**config.mk**
```make
export PLATFORM = sky130hd
export DESIGN_NAME = lamport_mutex_request_queue
export DESIGN_NICKNAME = d
export VERILOG_FILES = /design/src/hdl/lmq_pkg.sv /design/src/hdl/lamport_mutex_request_queue.sv /design/src/hdl/lmq_store.sv /design/src/hdl/lmq_cmp.sv
export SDC_FILE = /design/constraint.sdc
export NUM_CORES = 2
export LEC_CHECK = 0
export BUFFER_PORTS_ARGS = -buffer_cell sky130_fd_sc_hd__buf_2
export CAP_MARGIN = 20
export CELL_PAD_IN_SITES_DETAIL_PLACEMENT = 0
export CELL_PAD_IN_SITES_GLOBAL_PLACEMENT = 1
export CORE_MARGIN = 1
export CORE_UTILIZATION = 35
export CTS_CLUSTER_DIAMETER = 80
export DETAILED_ROUTE_END_ITERATION = 12
export GPL_TIMING_DRIVEN = 0
export PLACE_DENSITY_LB_ADDON = 0.1
export SLEW_MARGIN = 5
export SYNTH_ARGS = -nofsm -noshare
export SYNTH_HDL_FRONTEND = slang
export SYNTH_SLANG_ARGS = --single-unit
```
**constraint.sdc**
```tcl
create_clock -name clk -period 8.79 [get_ports clk]
set_input_delay 0.879 -clock clk [delete_from_list [all_inputs] [get_ports clk]]
set_output_delay 0.879 -clock clk [all_outputs]
set_load 0.03 [all_outputs]
```
**src/hdl/lmq_pkg.sv**
```systemverilog
// ----------------------------------------------------------------------------
// lmq_pkg
// Shared types and codes for the Lamport mutual-exclusion request queues.
// ----------------------------------------------------------------------------
package lmq_pkg;

  localparam int NUM_FILES_DEF   = 16;
  localparam int QUEUE_DEPTH_DEF = 8;

  localparam logic [15:0] CLOCK_TOP = 16'hFFFF;
  localparam logic [3:0]  ACK_TOP   = 4'd15;

  localparam logic [2:0] OP_LOCAL   = 3'd0;
  localparam logic [2:0] OP_REMOTE  = 3'd1;
  localparam logic [2:0] OP_ACK     = 3'd2;
  localparam logic [2:0] OP_RELEASE = 3'd3;
  localparam logic [2:0] OP_POLL    = 3'd4;

  localparam logic [2:0] ST_OK        = 3'd0;
  localparam logic [2:0] ST_NOT_FOUND = 3'd1;
  localparam logic [2:0] ST_FULL      = 3'd2;
  localparam logic [2:0] ST_NO_GRANT  = 3'd3;
  localparam logic [2:0] ST_IGNORED   = 3'd4;

  localparam logic [1:0] REG_OWN_ID       = 2'd0;
  localparam logic [1:0] REG_CLIENT_COUNT = 2'd1;
  localparam logic [1:0] REG_FILES_IN_USE = 2'd2;

  typedef struct packed {
    logic [15:0] stamp;
    logic [3:0]  owner;
    logic        kind;
    logic [3:0]  acks;
  } entry_t;

  typedef struct packed {
    logic [2:0]  operation;
    logic [3:0]  file_index;
    logic        access_kind;
    logic [15:0] stamp;
    logic [3:0]  sender_id;
  } cmd_t;

  typedef struct packed {
    logic [2:0]  status;
    logic        grant_valid;
    logic [3:0]  grant_file;
    logic        grant_kind;
    logic [15:0] grant_stamp;
    logic [15:0] clock_value;
  } result_t;

  typedef struct packed {
    logic precedes;
    logic match;
  } cmp_res_t;

endpackage

```
**src/hdl/lamport_mutex_request_queue.sv**
```systemverilog
// ----------------------------------------------------------------------------
// lamport_mutex_request_queue
// Per-file request queues sorted by (stamp, id) with a Lamport clock.
// ----------------------------------------------------------------------------
//  channel   | signals                          | handshake
//  command   | start, busy, cmd                 | taken when start & !busy
//  result    | done, result                     | one-cycle strobe, no stall
//  config    | psel penable pwrite paddr pwdata | APB, pready always high
//
// A word holds busy while its walk reads the queue and through a closing state,
// S_FIN; a full queue is refused without a walk, and a poll skips empty files
// without reading them. A grant strobes straight from the poll check.
// Reset clears fill counts and the clock; no clearing pass is needed.
// Results cannot be stalled; busy falls in the cycle of the result strobe.
module lamport_mutex_request_queue import lmq_pkg::*; #(
  parameter int NUM_FILES   = NUM_FILES_DEF,
  parameter int QUEUE_DEPTH = QUEUE_DEPTH_DEF
) (
  input  logic        clk,
  input  logic        rst,
  input  logic        start,
  output logic        busy,
  input  cmd_t        cmd,
  output logic        done,
  output result_t     result,
  input  logic        psel,
  input  logic        penable,
  input  logic        pwrite,
  input  logic [3:0]  paddr,
  input  logic [31:0] pwdata,
  output logic [31:0] prdata,
  output logic        pready
);

  localparam int FW = (NUM_FILES > 1) ? $clog2(NUM_FILES) : 1;
  localparam int SW = $clog2(QUEUE_DEPTH);
  localparam int CW = $clog2(QUEUE_DEPTH + 1);
  localparam int PW = $clog2(NUM_FILES + 1);
  localparam int AW = FW + SW;
  localparam logic [7:0]    NF8     = 8'(NUM_FILES);
  localparam logic [CW-1:0] DEPTH_C = CW'(QUEUE_DEPTH);

  typedef enum logic [3:0] {
    S_IDLE, S_FIN, S_INS_RD, S_INS_CHK, S_FND_RD, S_FND_CHK,
    S_SHF_RD, S_SHF_WR, S_POLL_RD, S_POLL_CHK
  } state_t;

  state_t        state;
  logic [3:0]    own_id;
  logic [3:0]    client_count;
  logic [4:0]    files_in_use;
  logic [15:0]   lamport_clock;
  logic [CW-1:0] fill [NUM_FILES];

  logic [2:0]    op;
  logic [FW-1:0] file;
  logic [15:0]   key_stamp;
  logic [3:0]    key_id;
  logic          key_kind;
  logic [3:0]    key_acks;
  logic [CW-1:0] slot;
  logic [PW-1:0] pidx;
  logic [2:0]    fin_status;

  logic [7:0]    active;
  logic          file_ok;
  logic [15:0]   clock_inc;
  logic [15:0]   clock_abs;
  logic [FW-1:0] cmd_file;
  logic [CW-1:0] slot_m1;
  logic [CW-1:0] slot_p1;
  logic [CW-1:0] cur_fill;
  logic [CW-1:0] poll_fill;
  logic [FW-1:0] pfile;

  logic          mem_we;
  logic [AW-1:0] mem_waddr;
  entry_t        mem_wdata;
  logic [AW-1:0] mem_raddr;
  entry_t        mem_rdata;
  entry_t        new_ent;
  cmp_res_t      cmp;
  logic          cfg_wr;

  lmq_store #(.AW(AW)) u_store (
    .clk   (clk),
    .we    (mem_we),
    .waddr (mem_waddr),
    .wdata (mem_wdata),
    .raddr (mem_raddr),
    .rdata (mem_rdata)
  );

  lmq_cmp u_cmp (
    .ent       (mem_rdata),
    .key_stamp (key_stamp),
    .key_id    (key_id),
    .res       (cmp)
  );

  assign busy     = (state != S_IDLE);
  assign pready   = 1'b1;
  assign cfg_wr   = psel && penable && pwrite;
  assign active   = ({3'b000, files_in_use} > NF8) ? NF8 : {3'b000, files_in_use};
  assign file_ok  = ({4'b0000, cmd.file_index} < active);
  assign cmd_file = FW'(cmd.file_index);
  assign clock_inc = (lamport_clock == CLOCK_TOP) ? lamport_clock : lamport_clock + 16'd1;
  assign clock_abs = (cmd.stamp > lamport_clock) ? cmd.stamp : lamport_clock;
  assign slot_m1  = slot - CW'(1);
  assign slot_p1  = slot + CW'(1);
  assign cur_fill = fill[file];
  assign pfile    = pidx[FW-1:0];
  assign poll_fill = fill[pfile];

  assign new_ent.stamp = key_stamp;
  assign new_ent.owner = key_id;
  assign new_ent.kind  = key_kind;
  assign new_ent.acks  = key_acks;

  always_comb begin
    case (paddr[3:2])
      REG_OWN_ID:       prdata = {28'd0, own_id};
      REG_CLIENT_COUNT: prdata = {28'd0, client_count};
      REG_FILES_IN_USE: prdata = {27'd0, files_in_use};
      default:          prdata = 32'd0;
    endcase
  end

  always_comb begin
    mem_we    = 1'b0;
    mem_waddr = {file, slot[SW-1:0]};
    mem_wdata = new_ent;
    mem_raddr = {file, slot[SW-1:0]};
    case (state)
      S_INS_RD: begin
        if (slot == '0) begin
          mem_we = 1'b1;
        end else begin
          mem_raddr = {file, slot_m1[SW-1:0]};
        end
      end
      S_INS_CHK: begin
        mem_we = 1'b1;
        if (!cmp.precedes) begin
          mem_wdata = mem_rdata;
        end
      end
      S_FND_CHK: begin
        mem_wdata      = mem_rdata;
        mem_wdata.acks = (mem_rdata.acks == ACK_TOP) ? ACK_TOP : mem_rdata.acks + 4'd1;
        mem_we         = cmp.match && (op == OP_ACK);
      end
      S_SHF_WR: begin
        mem_we    = 1'b1;
        mem_waddr = {file, slot_m1[SW-1:0]};
        mem_wdata = mem_rdata;
      end
      S_POLL_RD: begin
        mem_raddr = {pfile, {SW{1'b0}}};
      end
      default: begin
      end
    endcase
  end

  always_ff @(posedge clk) begin
    if (rst) begin
      state         <= S_IDLE;
      own_id        <= 4'd1;
      client_count  <= 4'd5;
      files_in_use  <= 5'd16;
      lamport_clock <= 16'd0;
      done          <= 1'b0;
      for (int i = 0; i < NUM_FILES; i++) begin
        fill[i] <= '0;
      end
    end else begin
      done <= 1'b0;
      if (cfg_wr) begin
        case (paddr[3:2])
          REG_OWN_ID:       own_id       <= pwdata[3:0];
          REG_CLIENT_COUNT: client_count <= pwdata[3:0];
          REG_FILES_IN_USE: files_in_use <= pwdata[4:0];
          default: begin
          end
        endcase
      end
      case (state)
        S_IDLE: begin
          if (start) begin
            op         <= cmd.operation;
            file       <= cmd_file;
            key_stamp  <= cmd.stamp;
            key_id     <= cmd.sender_id;
            key_kind   <= cmd.access_kind;
            key_acks   <= 4'd0;
            slot       <= fill[cmd_file];
            pidx       <= '0;
            fin_status <= ST_IGNORED;
            state      <= S_FIN;
            case (cmd.operation)
              OP_LOCAL: begin
                if (file_ok) begin
                  lamport_clock <= clock_inc;
                  key_stamp     <= clock_inc;
                  key_id        <= own_id;
                  key_acks      <= 4'd1;
                  state         <= S_INS_RD;
                end
              end
              OP_REMOTE: begin
                lamport_clock <= clock_abs;
                if (file_ok && (cmd.sender_id != own_id)) begin
                  state <= S_INS_RD;
                end
              end
              OP_ACK, OP_RELEASE: begin
                lamport_clock <= clock_abs;
                slot          <= '0;
                if (file_ok) begin
                  state <= S_FND_RD;
                end
              end
              OP_POLL: begin
                state <= S_POLL_RD;
              end
              default: begin
              end
            endcase
          end
        end
        S_FIN: begin
          done                 <= 1'b1;
          result.status        <= fin_status;
          result.grant_valid   <= 1'b0;
          result.grant_file    <= 4'd0;
          result.grant_kind    <= 1'b0;
          result.grant_stamp   <= 16'd0;
          result.clock_value   <= lamport_clock;
          state                <= S_IDLE;
        end
        S_INS_RD: begin
          if (cur_fill == DEPTH_C) begin
            fin_status <= ST_FULL;
            state      <= S_FIN;
          end else if (slot == '0) begin
            fill[file] <= cur_fill + CW'(1);
            fin_status <= ST_OK;
            state      <= S_FIN;
          end else begin
            state <= S_INS_CHK;
          end
        end
        S_INS_CHK: begin
          // The new entry lands behind the last entry that sorts before it, found walking back from the tail.
          if (cmp.precedes) begin
            fill[file] <= cur_fill + CW'(1);
            fin_status <= ST_OK;
            state      <= S_FIN;
          end else begin
            slot  <= slot_m1;
            state <= S_INS_RD;
          end
        end
        S_FND_RD: begin
          if (slot == cur_fill) begin
            fin_status <= ST_NOT_FOUND;
            state      <= S_FIN;
          end else begin
            state <= S_FND_CHK;
          end
        end
        S_FND_CHK: begin
          if (cmp.match) begin
            if (op == OP_ACK) begin
              fin_status <= ST_OK;
              state      <= S_FIN;
            end else begin
              slot  <= slot_p1;
              state <= S_SHF_RD;
            end
          end else begin
            slot  <= slot_p1;
            state <= S_FND_RD;
          end
        end
        S_SHF_RD: begin
          if (slot == cur_fill) begin
            fill[file] <= cur_fill - CW'(1);
            fin_status <= ST_OK;
            state      <= S_FIN;
          end else begin
            state <= S_SHF_WR;
          end
        end
        S_SHF_WR: begin
          slot  <= slot_p1;
          state <= S_SHF_RD;
        end
        S_POLL_RD: begin
          if (8'(pidx) == active) begin
            fin_status <= ST_NO_GRANT;
            state      <= S_FIN;
          end else if (poll_fill == '0) begin
            pidx <= pidx + PW'(1);
          end else begin
            state <= S_POLL_CHK;
          end
        end
        S_POLL_CHK: begin
          if ((mem_rdata.owner == own_id) && (mem_rdata.acks == client_count)) begin
            done               <= 1'b1;
            result.status      <= ST_OK;
            result.grant_valid <= 1'b1;
            result.grant_file  <= 4'(pidx);
            result.grant_kind  <= mem_rdata.kind;
            result.grant_stamp <= mem_rdata.stamp;
            result.clock_value <= lamport_clock;
            state              <= S_IDLE;
          end else begin
            pidx  <= pidx + PW'(1);
            state <= S_POLL_RD;
          end
        end
        default: begin
          state <= S_IDLE;
        end
      endcase
    end
  end

  a_accept_busy: assert property (@(posedge clk) disable iff (rst)
    (start && !busy) |=> busy)
    else $error("accepted word did not raise busy");

  a_done_after_busy: assert property (@(posedge clk) disable iff (rst)
    done |-> $past(busy))
    else $error("result strobe without a word in flight");

  a_grant_ok: assert property (@(posedge clk) disable iff (rst)
    (done && result.grant_valid) |-> (result.status == ST_OK))
    else $error("grant reported with a non-ok status");

endmodule

```
**src/hdl/lmq_store.sv**
```systemverilog
// ----------------------------------------------------------------------------
// lmq_store
// Entry memory for all queues: one write port, one registered read port.
// ----------------------------------------------------------------------------
module lmq_store import lmq_pkg::*; #(
  parameter int AW = 7
) (
  input  logic          clk,
  input  logic          we,
  input  logic [AW-1:0] waddr,
  input  entry_t        wdata,
  input  logic [AW-1:0] raddr,
  output entry_t        rdata
);

  entry_t mem [1 << AW];

  always_ff @(posedge clk) begin
    if (we) begin
      mem[waddr] <= wdata;
    end
    rdata <= mem[raddr];
  end

endmodule

```
**src/hdl/lmq_cmp.sv**
```systemverilog
// ----------------------------------------------------------------------------
// lmq_cmp
// Key compare unit shared by insert and lookup walks.
// ----------------------------------------------------------------------------
module lmq_cmp import lmq_pkg::*; (
  input  entry_t      ent,
  input  logic [15:0] key_stamp,
  input  logic [3:0]  key_id,
  output cmp_res_t    res
);

  logic same_stamp;

  assign same_stamp = (ent.stamp == key_stamp);
  // An entry sorts before the key on a smaller stamp, then a smaller id.
  assign res.precedes = (ent.stamp < key_stamp) || (same_stamp && (ent.owner < key_id));
  assign res.match    = same_stamp && (ent.owner == key_id);

endmodule

```
Word level (Yosys, flattened, before mapping) --
Memory sizes are Yosys's and may differ from the RTL's. A register that Yosys moved wholly into a read port is not among the register bits. Index checks and enable logic that the tools add are counted.
Storage, ports and cells: output and inout bits 76, memories 2, RAM bits 3264, input bits 70, flip-flop bits (word level) 119
Memory list:
- u_store.mem | depth 128, bits a word 25, rd ports 1, clocked after Yosys merged registers in 1, wr ports 1, line lmq_store.sv:16 | entry_t mem [1 << AW];
- fill | depth 16, bits a word 4, rd ports 3, clocked after Yosys merged registers in 2, wr ports 16, line lamport_mutex_request_queue.sv:53 | logic [CW-1:0] fill [NUM_FILES];
Cells by class: bitwise operators 3, muxes and demuxes 83, reductions and logical operators 33, add/subtract/negate cells 7, equal/unequal tests 43, $lt $le $gt $ge 5
Operators with widths (number):
- $pmux 41 s2 | 1
- $mux 16 | 5
- $mux 4 | 19
- $pmux 25 s3 | 1
- $mux 3 | 15
- $mux 41 | 1
- $pmux 4 s9 | 1
- $pmux 16 s2 | 1
- $pmux 4 s4 | 2
- $pmux 5 s3 | 2
- $ne 2x2->1 const B | 13
- $mux 25 | 1
- $mux 5 | 5
- $pmux 3 s7 | 1
- $mux 1 | 20
- $add 16x1->16 const B | 1
- $eq 16x16->1 | 1
- $eq 16x16->1 const B | 1
- $eq 4x3->1 const B | 4
- $eq 4x4->1 | 4
- $eq 4x4->1 const B | 4
- $gt 16x16->1 | 1
- $lt 16x16->1 | 1
- $pmux 7 s2 | 1
- 39 further kinds | 68

Longest topological paths before layout --
depth after elaboration 11, mapped depth 20, depth with buffers taken out 13

Modules after synthesis --
Synthesis repeated with hierarchy kept, for this count alone.
Second synthesis, totals: cells, all modules 5831, area, all modules 133943.5 um^2
By module, submodules not included:
- lmq_store | sequential area each 96592.6 um^2, instances 1, cells each 4720, area each 122274.8 um^2
- lamport_mutex_request_queue | sequential area each 5225.0 um^2, instances 1, cells each 1039, area each 11143.2 um^2
- lmq_cmp | sequential area each 0.0 um^2, instances 1, cells each 72, area each 525.5 um^2

Least setup slack after synthesis --
No wires, ideal clock.
path kind register to register, start point register key_stamp[11], end point memory u_store.mem[0][0] (netlist bit) (data pin), data arrival time 6.823 ns, path buffers 0, period minus slack after synthesis 8.063 ns, cell stages (with the launch flop) 11, library setup time 1.240 ns, path slack 0.727 ns, path through edfxtp_1 -> inv_1 -> ha_1 -> and3_1 -> nand3_1 -> or4_1 -> a211oi_1 -> a21oi_1 -> o21ai_0 -> nor2b_1 -> o32ai_1
RTL lines:
- start, declared | line lamport_mutex_request_queue.sv:57 | logic [15:0] key_stamp;
- start signal, assigned | line lamport_mutex_request_queue.sv:193 | key_stamp <= cmd.stamp;
- start signal, assigned | line lamport_mutex_request_queue.sv:205 | key_stamp <= clock_inc;
- end, declared | line lmq_store.sv:16

Final worst setup path --
start point register slot[1], end point register, netlist name u_store.rdata[10]
On the way: word-level cells in the longest chain between the ends 3, elaborated cells on any way between the ends 4, those cells by class add/sub (1); mux (2); reduce/logical (1)
RTL lines:
- start, declared | line lamport_mutex_request_queue.sv:61 | logic [CW-1:0] slot;
- start signal, assigned | line lamport_mutex_request_queue.sv:197 | slot <= fill[cmd_file];
- start signal, assigned | line lamport_mutex_request_queue.sv:261 | slot <= slot_m1;
- start signal, assigned | line lamport_mutex_request_queue.sv:279 | slot <= slot_p1;
- $sub 4x1->4 / $logic_not 4->1 (equally long branches) | line lamport_mutex_request_queue.sv:109, lamport_mutex_request_queue.sv:136
- $mux 3 | line lamport_mutex_request_queue.sv:136 | if (slot == '0) begin
- $pmux 7 s2 (*) | line lamport_mutex_request_queue.sv:134 | case (state)
Every way passes the cells marked *; elsewhere a longest branch is shown, timed or not. A chain may end at the register's enable or synchronous reset.

==> out/results.env <==
RESULT_OF_THE_RUN='finished, final reports clean'
POST_SYNTH_EDFFS=3346
TIMING.FINAL.HOLD_VIOLATIONS=0
GRT.OVERFLOW.TOTAL=0
CRITICAL_PATH_ARRIVAL_NS=9.22
WORST_EP_REQUIRED_TIME_NS=9.42
VIAS_PER_CELL=6.15
PERIOD_NEEDED_NS=8.59
TIMING.HOLD.WORST_PATH_DEPTH=1
IO_BUFFER_COUNT=87
TIMING.HOLD.WS_NS=0.0920
DESIGN.CORE.AREA_SQ_MM=0.387
CTS-ROOT-TO-SINK-BUFFERS=4
WIRELENGTH_UM=676000
SLEW_HEADROOM_PCT=3.17
WORSTMARGINPINSLEW_NS=1.44
REPORT.FINAL.SETUP_VIOL=0
DETAILEDROUTE.FIRSTITERATIONVIOLATIONS=16230
BUFFER_COUNT_FROM_POST_CTS_SETUP_FIXING=0
TIMING.CLOCK.SKEW_NS=0.0615
SYNTH.TOP_CELLS.BY_COUNT='sky130_fd_sc_hd__edfxtp_1, sky130_fd_sc_hd__nand2_1, sky130_fd_sc_hd__nand3_1'
CELL_AREA_AFTER_TECHNOLOGY_MAPPING_SQ_MM=0.136
REGTOREGSETUPSLACK_NS=0.20
MIN-DELAY-PATH-CLASS='primary input to flip-flop'
ASYNC_FLOP_SHARE_PCT=0
WIRELENGTH_PER_CELL_UM=45.7
CRITICAL_PATH.STARTPOINT_TYPE='flip-flop'
CLOCKROOTBUFFER='sky130_fd_sc_hd__clkbuf_16'
PLACE_HPWL_UM=479000
IR_WORST_VDD_uV=185
POWER.DENSITY_mW_PER_MM2=243
TIMING_MAX_TRANSITION_VIOLATIONS_FINAL=0
RSZ0062_AT_GRT='no'
CTS_MADE_BUFFERS=381
NETLIST.AREA_LEADER.SHARE_PCT=73.8
FINAL_ANT_VIOL_NETS=0
CLK_TRANSITION_REPORTED_PATHS_NS=0.06
LAYOUT.FILLER_CELLS=34883
FINALCOREUTILIZATION_PCT=42.0
CRIT_PATH_END_KIND='flip-flop'
PLACE.GP.CONGESTION=0.977
DIE_W_UM=626
FIRSTDRTPASSITERS=7
SYN2LAYOUT_AREA_GROWTH_PCT=19.3
NETLIST.TOP_CELL.BY_AREA='sky130_fd_sc_hd__edfxtp_1'
DESIGN.DIE.AREA_SQ_MM=0.392
FP.DIEH_UM=626
NUMBER_OF_GLOBAL_ROUTE_VIAS_BEFORE_REPAIR=84541
CTS_TREE='done'
LAYOUT.NETS=9394
CTS_HOLD_BUF=0
IOPINCOUNT=146
DETAILROUTE.VIA_COUNT=90926
CLKSINKCOUNT=3413
AVGSYNTHCELLAREA_SQ_UM=16.1
SYNTH.YOSYS.WARNINGS=0
DRIVE_ABOVE_1_SHARE_PCT=18.9
PLACEMENT_ROWS=228
CRITICALPATHCATEGORY='flip-flop to flip-flop'
YOSYSSEQAREASHARE_PCT=74.8
SYN_INST=8480
FIRST_PASS_GRT_WIRE_LENGTH_UM=862000
STARTING_UTILIZATION_OF_THE_CORE_AREA_PCT=35.2
STANDBY_LEAKAGE_POWER_nW=53.3
ROUTE.DETAILED.DRC=0
MAXIMUM_ACHIEVABLE_FREQUENCY_GHz=0.116
MAIN_FLOP_TYPE_AFTER_SYNTHESIS='sky130_fd_sc_hd__edfxtp_1'
GRT_USE_TOTAL_PCT=33.9
CRIT_PATH_MAX_FANOUT=10
TIMING.REG2REG.WORST_PATH_DEPTH=16
SYNTH.TOP_CELLS.BY_AREA='sky130_fd_sc_hd__edfxtp_1, sky130_fd_sc_hd__mux4_2, sky130_fd_sc_hd__nand2_1, sky130_fd_sc_hd__mux2i_1, sky130_fd_sc_hd__nand3_1'
YS_TYPES=95
CLOCK_TREE.HTREE_LEVEL_COUNT=5
FINALCRITPERIODSHARE_PCT=97.7
CTS_RESIZED=2
YOSYS.CELL_COUNT.TOP_TYPE='sky130_fd_sc_hd__edfxtp_1'
WORSTSKEWPAIRLATENCY_NS=1.00
PIN_COUNT_OF_THE_BIGGEST_NET_ENTERING_GLOBAL_ROUTING=129
SYNTH_SEQ_CELLS=3413
ANTENNA_FOUND_INITIAL=101
CAP_VIOL_MAX_COUNT=0
==> flip-flops by register name, summed over array words and instances (netlist names), 3 cells and up, named ones only <==
name,cells
key_stamp,16
state,4
op,3
file,4
pidx,5
key_id,4
slot,4
own_id,4
result,41
u_store.mem,3200
files_in_use,5
u_store.rdata,25
fill,64
fin_status,3
lamport_clock,16
client_count,4
==> kinds of logic after synthesis <==
logic type,synth area share [%]
flops,74.8
simple gates,8.06
compound gates,5.64
mux,8.53
buf+inv,2.29
fa+ha+maj,0.437
xor+xnor,0.264
other cells,0.00552
==> critical path, stage by stage (launching register included) <==
cell and delay, ns:
sky130_fd_sc_hd__edfxtp_1 0.56, sky130_fd_sc_hd__clkinv_1 0.38, sky130_fd_sc_hd__ha_1 0.30, sky130_fd_sc_hd__buf_2 0.17, sky130_fd_sc_hd__nor3b_2 0.22, sky130_fd_sc_hd__o211ai_2 0.87
sky130_fd_sc_hd__nand2_2 0.18, sky130_fd_sc_hd__buf_2 0.44, sky130_fd_sc_hd__nor2_1 0.59, sky130_fd_sc_hd__clkbuf_1 0.74, sky130_fd_sc_hd__clkbuf_1 0.73, sky130_fd_sc_hd__nand3_1 0.15
sky130_fd_sc_hd__o2111ai_1 0.16, sky130_fd_sc_hd__buf_4 0.26, sky130_fd_sc_hd__nand4_1 0.34, sky130_fd_sc_hd__o21ai_0 1.22, sky130_fd_sc_hd__nand3_1 0.79
==> where the power goes <==
group	total, mW	switching (mW)	internal, mW
Sequential	18.1	0.101	18.0
Clock	15.7	6.79	8.88
Combinational	5.73	4.41	1.32
Total	39.5	11.3	28.2
==> stage by stage <==
step	total power [mW]	area [sq um]	cells	setup slack [ns]	setup TNS, ns
floorplan	20.6	136000	8506	0.727	0
global placement	23.7	143000	13768	-11.92	-3793.74
CTS	39.3	162000	14742	0.230	0
global route	40.1	162000	14760	0.732	0
finish	39.5	162000	14781	0.202	0
detailed placement	23.9	150000	14058	-0.148	-0.294
==> layout by cell type (no fill, tap or decap), types with 114 or more instances in the layout <==
| cell | instances |
|---|---|
| sky130_fd_sc_hd__nand2_1 | 1279 |
| sky130_fd_sc_hd__edfxtp_1 | 3346 |
| sky130_fd_sc_hd__buf_4 | 114 |
| sky130_fd_sc_hd__buf_2 | 263 |
| sky130_fd_sc_hd__mux4_2 | 297 |
| sky130_fd_sc_hd__a22oi_1 | 119 |
| sky130_fd_sc_hd__nand3_1 | 444 |
| sky130_fd_sc_hd__mux2i_1 | 427 |
| sky130_fd_sc_hd__o21ai_0 | 116 |
| sky130_fd_sc_hd__a21oi_1 | 254 |
| sky130_fd_sc_hd__clkbuf_1 | 265 |
| sky130_fd_sc_hd__nor2_4 | 128 |
| sky130_fd_sc_hd__buf_12 | 140 |
| sky130_fd_sc_hd__o22ai_1 | 167 |
| sky130_fd_sc_hd__clkbuf_16 | 390 |
| sky130_fd_sc_hd__nor2_1 | 133 |
| sky130_fd_sc_hd__a31oi_1 | 120 |
==> path summary, 6_finish.rpt <==
check	from	endpoint
worst max-delay path	slot[1]$_DFFE_PP_	u_store.rdata[10]$_DFF_P_
worst min-delay path	cmd[21]	file[0]$_DFFE_PP_
worst max register to register	slot[1]$_DFFE_PP_	u_store.rdata[10]$_DFF_P_
worst min register to register	lamport_clock[10]$_SDFFE_PP0P_	result[10]$_DFFE_PP_
==> layout make-up <==
class	instances	area, sq um	share of cell area [%]
Tap cell	5175	6470	3.99
Clock inverter	204	1740	1.07
Sequential cell	3413	102000	62.7
Buffer	542	3010	1.85
Antenna cell	28	70.1	0.0431
Timing Repair Buffer	388	6080	3.74
Inverter	52	195	0.120
Clock buffer	480	10100	6.23
Multi-Input combinational cell	4499	33000	20.3
==> per-layer routing <==
layer / global-route usage, % / part of all wire (%) / vias up
met1: 45.1 / 39 / 48197
met2: 48.8 / 42 / 6356
met4: 21.1 / 7.6 / 38
li1: - / - / 34898
met3: 9.75 / 12 / 1437
met5: 0 / 0.041 / -
No activity file was read; power rests on OpenSTA's default activity.
